==> src/hw/rtl/sms_pkg.sv <==
// Types and constants of the Sinkhorn matrix scaler
`timescale 1ns / 1ps
package sms_pkg;

    localparam int VAL_W  = 32;
    localparam int SUM_W  = 40;
    localparam int PROD_W = 64;
    localparam int TOL_W  = 48;
    localparam int ITER_W = 16;
    localparam int DIM_W  = 5;
    localparam int IDX_W  = 8;
    localparam int MODE_W = 3;
    localparam int STAT_W = 2;
    localparam int FLAT_W = 10;
    localparam int REG_W  = 2;

    localparam logic [MODE_W-1:0] MODE_LD_ENTRY = 3'd0;
    localparam logic [MODE_W-1:0] MODE_LD_ROW   = 3'd1;
    localparam logic [MODE_W-1:0] MODE_LD_COL   = 3'd2;
    localparam logic [MODE_W-1:0] MODE_RUN      = 3'd3;
    localparam logic [MODE_W-1:0] MODE_READ     = 3'd4;

    localparam logic [STAT_W-1:0] STAT_OK   = 2'd0;
    localparam logic [STAT_W-1:0] STAT_CAP  = 2'd1;
    localparam logic [STAT_W-1:0] STAT_ZERO = 2'd2;
    localparam logic [STAT_W-1:0] STAT_BAD  = 2'd3;

    localparam logic [REG_W-1:0] REG_ROWS  = 2'd0;
    localparam logic [REG_W-1:0] REG_COLS  = 2'd1;
    localparam logic [REG_W-1:0] REG_TOL   = 2'd2;
    localparam logic [REG_W-1:0] REG_MAXIT = 2'd3;

    typedef struct packed {
        logic [MODE_W-1:0] mode;
        logic [IDX_W-1:0]  index;
        logic [VAL_W-1:0]  value;
    } item_t;

    typedef struct packed {
        logic [VAL_W-1:0]  result_value;
        logic [ITER_W-1:0] iterations;
        logic [STAT_W-1:0] status;
    } result_t;

    typedef struct packed {
        logic ld_mat;
        logic ld_row;
        logic ld_col;
        logic snap_wr;
        logic sum_clr;
        logic sum_acc;
        logic mul_scale;
        logic mul_sq;
        logic div_start;
        logic mat_wr_q;
        logic err_clr;
        logic err_acc;
        logic col_phase;
        logic show_read;
        logic read_bad;
    } dp_cmd_t;

    typedef struct packed {
        logic sum_zero;
        logic converged;
        logic div_busy;
    } dp_stat_t;

endpackage

==> src/hw/rtl/sms_ctrl.sv <==
// Scaler controller: command decode, pass sequencing and iteration control
`timescale 1ns / 1ps
module sms_ctrl #(
    parameter int MAX_ROWS = 16,
    parameter int MAX_COLS = 16,
    localparam int DEPTH   = MAX_ROWS * MAX_COLS,
    localparam int AW      = (DEPTH > 1) ? $clog2(DEPTH) : 1
) (
    input  logic                       clk,
    input  logic                       rst_n,
    input  logic                       start,
    input  sms_pkg::item_t             item,
    input  logic [sms_pkg::DIM_W-1:0]  nr,
    input  logic [sms_pkg::DIM_W-1:0]  nc,
    input  logic [sms_pkg::ITER_W-1:0] max_iter,
    input  sms_pkg::dp_stat_t          stat,
    output sms_pkg::dp_cmd_t           cmd,
    output logic [AW-1:0]              addr,
    output logic [sms_pkg::DIM_W-1:0]  line,
    output logic                       busy,
    output logic                       done,
    output logic [sms_pkg::ITER_W-1:0] iterations,
    output logic [sms_pkg::STAT_W-1:0] status
);

    localparam int SW    = 5;

    localparam logic [SW-1:0] S_IDLE     = 5'd0;
    localparam logic [SW-1:0] S_READ_RD  = 5'd1;
    localparam logic [SW-1:0] S_READ_OUT = 5'd2;
    localparam logic [SW-1:0] S_SNAP_RD  = 5'd3;
    localparam logic [SW-1:0] S_SNAP_WR  = 5'd4;
    localparam logic [SW-1:0] S_SUM_RD   = 5'd5;
    localparam logic [SW-1:0] S_SUM_ACC  = 5'd6;
    localparam logic [SW-1:0] S_CHECK    = 5'd7;
    localparam logic [SW-1:0] S_SCL_RD   = 5'd8;
    localparam logic [SW-1:0] S_SCL_MUL  = 5'd9;
    localparam logic [SW-1:0] S_SCL_GO   = 5'd10;
    localparam logic [SW-1:0] S_SCL_DIV  = 5'd11;
    localparam logic [SW-1:0] S_ERR_RD   = 5'd12;
    localparam logic [SW-1:0] S_ERR_MUL  = 5'd13;
    localparam logic [SW-1:0] S_ERR_ACC  = 5'd14;
    localparam logic [SW-1:0] S_ITER_END = 5'd15;
    localparam logic [SW-1:0] S_DONE     = 5'd16;

    logic [SW-1:0]                 state_reg, state_next;
    logic [sms_pkg::FLAT_W-1:0]    k_reg, k_next;
    logic [sms_pkg::DIM_W-1:0]     line_reg, line_next, elem_reg, elem_next;
    logic                          col_reg, col_next;
    logic [sms_pkg::ITER_W-1:0]    iter_reg, iter_next;
    logic                          zero_reg, zero_next;
    logic [sms_pkg::STAT_W-1:0]    stat_reg, stat_sel;
    logic [sms_pkg::IDX_W-1:0]     rd_idx_reg, rd_idx_next;
    logic                          bad_reg, bad_next;

    logic [sms_pkg::FLAT_W-1:0]    total, line_addr, flat;
    logic [sms_pkg::FLAT_W+AW-1:0] flat_ext;
    logic [sms_pkg::DIM_W-1:0]     row, col, n_elem, n_lines;
    logic [sms_pkg::ITER_W-1:0]    cap;
    logic                          adv_line, last_k, last_elem;

    assign total     = sms_pkg::FLAT_W'(nr) * sms_pkg::FLAT_W'(nc);
    assign row       = col_reg ? elem_reg : line_reg;
    assign col       = col_reg ? line_reg : elem_reg;
    assign line_addr = sms_pkg::FLAT_W'(row) * sms_pkg::FLAT_W'(nc) + sms_pkg::FLAT_W'(col);
    assign n_elem    = col_reg ? nr : nc;
    assign n_lines   = col_reg ? nc : nr;
    assign cap       = (max_iter == '0) ? sms_pkg::ITER_W'(1) : max_iter;
    assign last_k    = k_reg == total - sms_pkg::FLAT_W'(1);
    assign last_elem = elem_reg == n_elem - sms_pkg::DIM_W'(1);

    always_comb
    begin
        case (state_reg)
            S_IDLE:                         flat = sms_pkg::FLAT_W'(item.index);
            S_READ_RD, S_READ_OUT:          flat = sms_pkg::FLAT_W'(rd_idx_reg);
            S_SNAP_RD, S_SNAP_WR, S_ERR_RD,
            S_ERR_MUL, S_ERR_ACC:           flat = k_reg;
            default:                        flat = line_addr;
        endcase
    end

    assign flat_ext = (sms_pkg::FLAT_W + AW)'(flat);
    assign addr     = flat_ext[AW-1:0];
    assign line     = line_reg;

    always_comb
    begin
        state_next  = state_reg;
        k_next      = k_reg;
        line_next   = line_reg;
        elem_next   = elem_reg;
        col_next    = col_reg;
        iter_next   = iter_reg;
        zero_next   = zero_reg;
        stat_sel    = stat_reg;
        rd_idx_next = rd_idx_reg;
        bad_next    = bad_reg;
        adv_line    = 1'b0;
        cmd         = '0;
        cmd.col_phase = col_reg;
        done        = 1'b0;

        case (state_reg)
            S_IDLE:
            begin
                if (start)
                begin
                    case (item.mode)
                        sms_pkg::MODE_LD_ENTRY:
                            cmd.ld_mat = sms_pkg::FLAT_W'(item.index) < total;
                        sms_pkg::MODE_LD_ROW:
                            cmd.ld_row = item.index < MAX_ROWS;
                        sms_pkg::MODE_LD_COL:
                            cmd.ld_col = item.index < MAX_COLS;
                        sms_pkg::MODE_RUN:
                        begin
                            iter_next  = sms_pkg::ITER_W'(1);
                            zero_next  = 1'b0;
                            k_next     = '0;
                            state_next = S_SNAP_RD;
                        end
                        sms_pkg::MODE_READ:
                        begin
                            rd_idx_next = item.index;
                            bad_next    = sms_pkg::FLAT_W'(item.index) >= total;
                            state_next  = S_READ_RD;
                        end
                        default:
                        begin
                        end
                    endcase
                end
            end
            S_READ_RD:
                state_next = S_READ_OUT;
            S_READ_OUT:
            begin
                cmd.show_read = 1'b1;
                cmd.read_bad  = bad_reg;
                done          = 1'b1;
                state_next    = S_IDLE;
            end
            S_SNAP_RD:
                state_next = S_SNAP_WR;
            S_SNAP_WR:
            begin
                cmd.snap_wr = 1'b1;
                if (last_k)
                begin
                    col_next    = 1'b0;
                    line_next   = '0;
                    elem_next   = '0;
                    cmd.sum_clr = 1'b1;
                    state_next  = S_SUM_RD;
                end
                else
                begin
                    k_next     = k_reg + sms_pkg::FLAT_W'(1);
                    state_next = S_SNAP_RD;
                end
            end
            S_SUM_RD:
                state_next = S_SUM_ACC;
            S_SUM_ACC:
            begin
                cmd.sum_acc = 1'b1;
                if (last_elem)
                begin
                    elem_next  = '0;
                    state_next = S_CHECK;
                end
                else
                begin
                    elem_next  = elem_reg + sms_pkg::DIM_W'(1);
                    state_next = S_SUM_RD;
                end
            end
            S_CHECK:
            begin
                if (stat.sum_zero)
                begin
                    zero_next = 1'b1;
                    adv_line  = 1'b1;
                end
                else
                    state_next = S_SCL_RD;
            end
            S_SCL_RD:
                state_next = S_SCL_MUL;
            S_SCL_MUL:
            begin
                cmd.mul_scale = 1'b1;
                state_next    = S_SCL_GO;
            end
            S_SCL_GO:
            begin
                cmd.div_start = 1'b1;
                state_next    = S_SCL_DIV;
            end
            S_SCL_DIV:
            begin
                if (!stat.div_busy)
                begin
                    cmd.mat_wr_q = 1'b1;
                    if (last_elem)
                        adv_line = 1'b1;
                    else
                    begin
                        elem_next  = elem_reg + sms_pkg::DIM_W'(1);
                        state_next = S_SCL_RD;
                    end
                end
            end
            S_ERR_RD:
                state_next = S_ERR_MUL;
            S_ERR_MUL:
            begin
                cmd.mul_sq = 1'b1;
                state_next = S_ERR_ACC;
            end
            S_ERR_ACC:
            begin
                cmd.err_acc = 1'b1;
                if (last_k)
                    state_next = S_ITER_END;
                else
                begin
                    k_next     = k_reg + sms_pkg::FLAT_W'(1);
                    state_next = S_ERR_RD;
                end
            end
            S_ITER_END:
            begin
                if (stat.converged)
                begin
                    stat_sel   = zero_reg ? sms_pkg::STAT_ZERO : sms_pkg::STAT_OK;
                    state_next = S_DONE;
                end
                else if (iter_reg == cap)
                begin
                    stat_sel   = zero_reg ? sms_pkg::STAT_ZERO : sms_pkg::STAT_CAP;
                    state_next = S_DONE;
                end
                else
                begin
                    iter_next  = iter_reg + sms_pkg::ITER_W'(1);
                    k_next     = '0;
                    state_next = S_SNAP_RD;
                end
            end
            S_DONE:
            begin
                done       = 1'b1;
                state_next = S_IDLE;
            end
            default:
                state_next = S_IDLE;
        endcase

        // next line, next phase, or on to the error pass
        if (adv_line)
        begin
            elem_next = '0;
            if (line_reg == n_lines - sms_pkg::DIM_W'(1))
            begin
                if (!col_reg)
                begin
                    col_next    = 1'b1;
                    line_next   = '0;
                    cmd.sum_clr = 1'b1;
                    state_next  = S_SUM_RD;
                end
                else
                begin
                    k_next      = '0;
                    cmd.err_clr = 1'b1;
                    state_next  = S_ERR_RD;
                end
            end
            else
            begin
                line_next   = line_reg + sms_pkg::DIM_W'(1);
                cmd.sum_clr = 1'b1;
                state_next  = S_SUM_RD;
            end
        end
    end

    always_ff @(posedge clk or negedge rst_n)
    begin
        if (!rst_n)
        begin
            state_reg  <= S_IDLE;
            k_reg      <= '0;
            line_reg   <= '0;
            elem_reg   <= '0;
            col_reg    <= 1'b0;
            iter_reg   <= '0;
            zero_reg   <= 1'b0;
            stat_reg   <= sms_pkg::STAT_OK;
            rd_idx_reg <= '0;
            bad_reg    <= 1'b0;
        end
        else
        begin
            state_reg  <= state_next;
            k_reg      <= k_next;
            line_reg   <= line_next;
            elem_reg   <= elem_next;
            col_reg    <= col_next;
            iter_reg   <= iter_next;
            zero_reg   <= zero_next;
            stat_reg   <= stat_sel;
            rd_idx_reg <= rd_idx_next;
            bad_reg    <= bad_next;
        end
    end

    assign busy       = state_reg != S_IDLE;
    assign iterations = iter_reg;
    assign status     = (state_reg == S_READ_OUT)
                        ? (bad_reg ? sms_pkg::STAT_BAD : sms_pkg::STAT_OK)
                        : stat_reg;

endmodule

==> config.mk <==
export PLATFORM = sky130hd
export DESIGN_NAME = sms_ctrl
export DESIGN_NICKNAME = d
export VERILOG_FILES = /design/src/hw/rtl/sms_pkg.sv /design/src/hw/rtl/sms_ctrl.sv
export SDC_FILE = /design/constraint.sdc
export NUM_CORES = 1
export LEC_CHECK = 0
export BUFFER_PORTS_ARGS = -buffer_cell sky130_fd_sc_hd__buf_2
export CORE_MARGIN = 2
export CORE_UTILIZATION = 57
export DETAILED_ROUTE_END_ITERATION = 8
export HOLD_SLACK_MARGIN = 0.08
export MAX_ROUTING_LAYER = met4
export PLACE_DENSITY = 0.85
export SETUP_SLACK_MARGIN = 0.02
export SYNTH_ARGS = -nofsm -noshare
export SYNTH_HDL_FRONTEND = slang
export SYNTH_SLANG_ARGS = --single-unit
==> constraint.sdc <==
create_clock -name clk -period 7.4 [get_ports clk]
set_input_delay 1.11 -clock clk [delete_from_list [all_inputs] [get_ports clk]]
set_output_delay 1.11 -clock clk [all_outputs]
set_load 0.05 [all_outputs]
After elaboration in Yosys (flattened, before gate mapping)
Index checks and enable logic that the tools add are counted.

Output and inout port bits: 48. Bits of input ports: 75. Flip-flop bits (word level): 54. Word-level logic and storage cells: 162.

Reductions and logical operators: 18. Add/subtract/negate cells: 8. Equal/unequal tests: 35. $lt $le $gt $ge: 3. Muxes and demuxes: 86. Multiply operators: 2.

Operator list (number): $mux 5 (22); $mux 10 (8); $mux 16 (5); $pmux 5 s15 (1); $eq 5x4->1 const B (8); $pmux 16 s2 (1); $pmux 10 s3 (1); $mux 1 (29); $pmux 8 s3 (1); $eq 5x3->1 const B (4); $mux 2 (10); $add 16x1->16 const B (1); $eq 16x16->1 (1); $logic_not 16->1 (1); $ne 3x3->1 const B (5); $pmux 5 s3 (1); $add 10x1->10 const B (1); $add 5x1->5 const B (2); $eq 10x10->1 (1); $eq 5x2->1 const B (2); $eq 5x5->1 (2); $ge 8x10->1 (1); $lt 8x10->1 (1); $mul 5x5->10 (1); 28 further kinds (42).

Depth between registers and ports, before layout
Depth in word-level cells: 9. Gate-level depth with buffers: 19. Mapped depth without buffers: 18.

Least setup slack after synthesis
No wires, ideal clock.

Path type: input -> output. Start point: input port nc[4] (netlist bit). End point: output port cmd[10] (netlist bit). Data required time: 6.290 ns. Arrival: 5.746 ns. Path buffers: 2. Stages on the path: 15. Path slack: 0.544 ns. Path through: clkbuf_1 -> nand2_1 -> fa_1 -> fa_1 -> inv_1 -> fa_1 -> ha_1 -> a211o_1 -> a21o_1 -> a221o_1 -> nor3b_2 -> xnor3_1 -> or4_1 -> buf_2 -> nand2_1.

RTL lines: start, declared (line sms_ctrl.sv:14) `input logic [sms_pkg::DIM_W-1:0] nc,`; end, declared (line sms_ctrl.sv:17) `output sms_pkg::dp_cmd_t cmd,`.

==> out/results.txt <==
Ys flop type = dfrtp_1
H-tree lvl count = 2
Antenna cells = 0
Tmin final = 7.18 ns
Final #Nets = 922
DP Wirelength = 12,300 um
Root Driver = clkbuf_8
Hold/Removal Path Class = flip-flop to flip-flop
Final ANT Viol Nets = 0
Largest net degree at the start of global routing = 55
Max Fclk = 139 MHz
Die H = 106 um
Crit share post-route = 0.971
Max Slew Vio Count = 0
Worst endpoint required time = 6.29 ns
Starting Density = 0.583
DIE AREA = 11,300 um2
Max-cap viol count = 0
Syn_nets = 852
Sequential-to-total area share from yosys stat = 0.227
Worst-Margin Slew = 0.899 ns
CP Capture Type = output pin
Netlist Area Pre-Place = 5960 um2
Chip width = 106 um
Post-synth EDFFs = 0
Lkg Pwr = 0.00321 uW
IO Count = 123
Via count = 5,630
P_int = 1060 uW
Avg WL per Cell = 17.2 um
Clock sink count = 54
Register bit count reported by yosys = 54
First-pass GRT wire length = 26,300 um
Hold EP = bad_reg
Post-CTS Setup Repair Bufs = 0
Finish-stage setup viols = 0
Port Buf Inserts = 90
Fill cells = 850
Switching share of power = 0.554
Clock Tree Buf Depth = 2
Worst-path maximum fanout = 9
Synth Area per Inst = 8.41 um2
Gate power share = 0.674
Clock-pin slew on the worst setup and hold paths = 0.11 ns
Share of layout cells above drive strength 1 = 0.169
Clock power frac = 0.094
CTS tree = built
Routability congestion estimate = 0.910
Hold Fails Final Rpt = 0
Initial antenna violation count = 0
Syn Inst Count = 709
Post-Route WL = 15,800 um
Status = complete, no violations
Final Skew = 0.00498 ns
Synth warn = 0
Initial DRT Pass Iterations = 5
Distinct cell type count of the synthesized netlist = 70
Most frequent cell after synthesis = nand2_1
Vias in the first global route = 5,421
Critical path class = input port to output pin
Core region area = 10,200 um2
Worst EP arrival = 6.07 ns
Post-CTS Resized = 0
Reg2reg start = state_reg[3]
Power density cells = 359 nW/um2
Max IR drop VDD = 0.491 mV
Flop pwr share = 0.232
R2r endpoint = iterations[11]
Hold depth = 1
Drt drc = 0
Hold-fix buffers, CTS = 0
Flop-to-flop setup slack = 3.40 ns
Overall Global Routing Usage = 0.293
P&R area growth vs syn = 10.8%
Unrepaired setup endpoints after global routing = false
Max reg flops = 16
Total power = 2370 uW
Grt ovf = 0
Slew margin rel. = 0.398
Startpoint types = input port
Setup TNS = 0 ns
Synth top area share = 0.227
Switch Pwr = 1310 uW
Inserted Clock Buffers = 5
Depth of the most critical reg-to-reg path = 8
Worst skew pair latency = 0.32 ns
Synth area leader = dfrtp_1
DR iter-0 viols = 450
Min-delay src = bad_reg
Synth cell count leaders = 83 x nand2_1, 54 x dfrtp_1, 52 x inv_1
Synth area leaders = dfrtp_1 23%, ha_1 9.7%, fa_1 7.4%
FP Rows = 37
Drt via density = 6.15
Fraction of registers with async set/reset = 1.00
[layout make-up]
| type | count | area [um2] | area share |
|---|---|---|---|
| Timing Repair Buffer | 98 | 510 | 0.0773 |
| Tap cell | 136 | 170 | 0.0258 |
| Multi-Input combinational cell | 568 | 4260 | 0.645 |
| Clock inverter | 2 | 38.8 | 0.00587 |
| Clock buffer | 6 | 82.6 | 0.0125 |
| Sequential cell | 54 | 1350 | 0.205 |
| Inverter | 52 | 195 | 0.0295 |
[critical path: stages]
cell	delay, ns
buf_2	0.20
nand2_1	0.11
fa_1	0.52
fa_1	0.55
inv_1	0.06
fa_1	0.49
ha_1	0.37
a211o_1	0.38
a21o_1	0.20
a221o_1	0.37
nor3b_2	0.25
xnor3_1	0.36
or4_1	0.65
nand2_1	0.18
buf_2	0.28
[metal layers]
layer | track usage | vias up | part of all wire
met2 | 0.472 | 236 | 0.49
met3 | 0.0362 | 24 | 0.065
met4 | 0.0789 | 0 | 0.017
met1 | 0.394 | 2720 | 0.43
met5 | - | - | 0
li1 | - | 2650 | -
[metrics by stage]
| step | hold WS [ns] | util | setup WS (ns) | instance area [um2] | instances |
|---|---|---|---|---|---|
| 3_5_place_dp | 0.475 | 0.633 | 0.287 | 6480 | 907 |
| 2_1_floorplan | 0.449 | - | 0.544 | 5960 | 709 |
| 5_1_grt | 0.525 | 0.646 | 0.0558 | 6610 | 916 |
| 3_3_place_gp | 0.467 | 0.633 | 0.366 | 6480 | 907 |
| 4_1_cts | 0.501 | 0.645 | 0.274 | 6600 | 915 |
| 6_report | 0.505 | 0.646 | 0.218 | 6610 | 916 |
[how the worst max path moves through the flow]
| stage | to | from | cells past startpoint |
|---|---|---|---|
| global placement | cmd[10] | nc[4] | 15 |
| CTS | cmd[10] | nr[1] | 15 |
| detailed placement | cmd[10] | nr[1] | 15 |
| floorplan | cmd[10] | nc[4] | 15 |
| finish | cmd[10] | nr[1] | 15 |
| global route | cmd[10] | nc[4] | 15 |
[cells in the final DEF (no fill, tap or decap), types with 4 or more instances in the layout]
master,netlist,final
buf_2,4,90
o211ai_1,7,7
xnor2_1,41,41
dfrtp_1,54,54
nor3_1,15,15
a31oi_1,8,8
o31ai_1,5,5
a222oi_1,8,8
nor2_1,40,40
nand4_1,10,10
clkbuf_8,0,6
o21bai_1,4,4
mux2_2,14,14
nor3b_1,7,7
and3_1,6,6
mux2i_1,13,13
a211o_1,6,6
fa_1,22,22
nor4b_1,4,4
nor2b_1,8,8
nor4_1,12,12
nand2_1,83,83
and2_1,25,25
a21o_1,7,7
o21ai_0,30,30
inv_1,52,52
ha_1,46,46
xor2_1,23,23
or4_1,5,5
nand3_1,23,23
nand2b_1,7,7
or3_1,11,11
buf_4,1,7
a21oi_1,25,25
or2_2,6,6
[cell families after synthesis]
group	share of synthesized area
AOI/OAI and AO/OA	0.160
xor gates and xnor gates	0.102
adders and majority gates	0.170
buffers and inverters	0.0594
DFF	0.227
muxes	0.0483
and+or+nand+nor	0.234
[power by group through the flow]
stage                     clock [uW]  combinational (uW)  sequential (uW)
after floorplan                    0                1220              515
after global placement             0                1530              540
after detailed placement           0                1570              550
after CTS                        224                1590              544
after global routing             238                1740              567
final                            223                1600              550
Power figures use the tool's default switching activity.
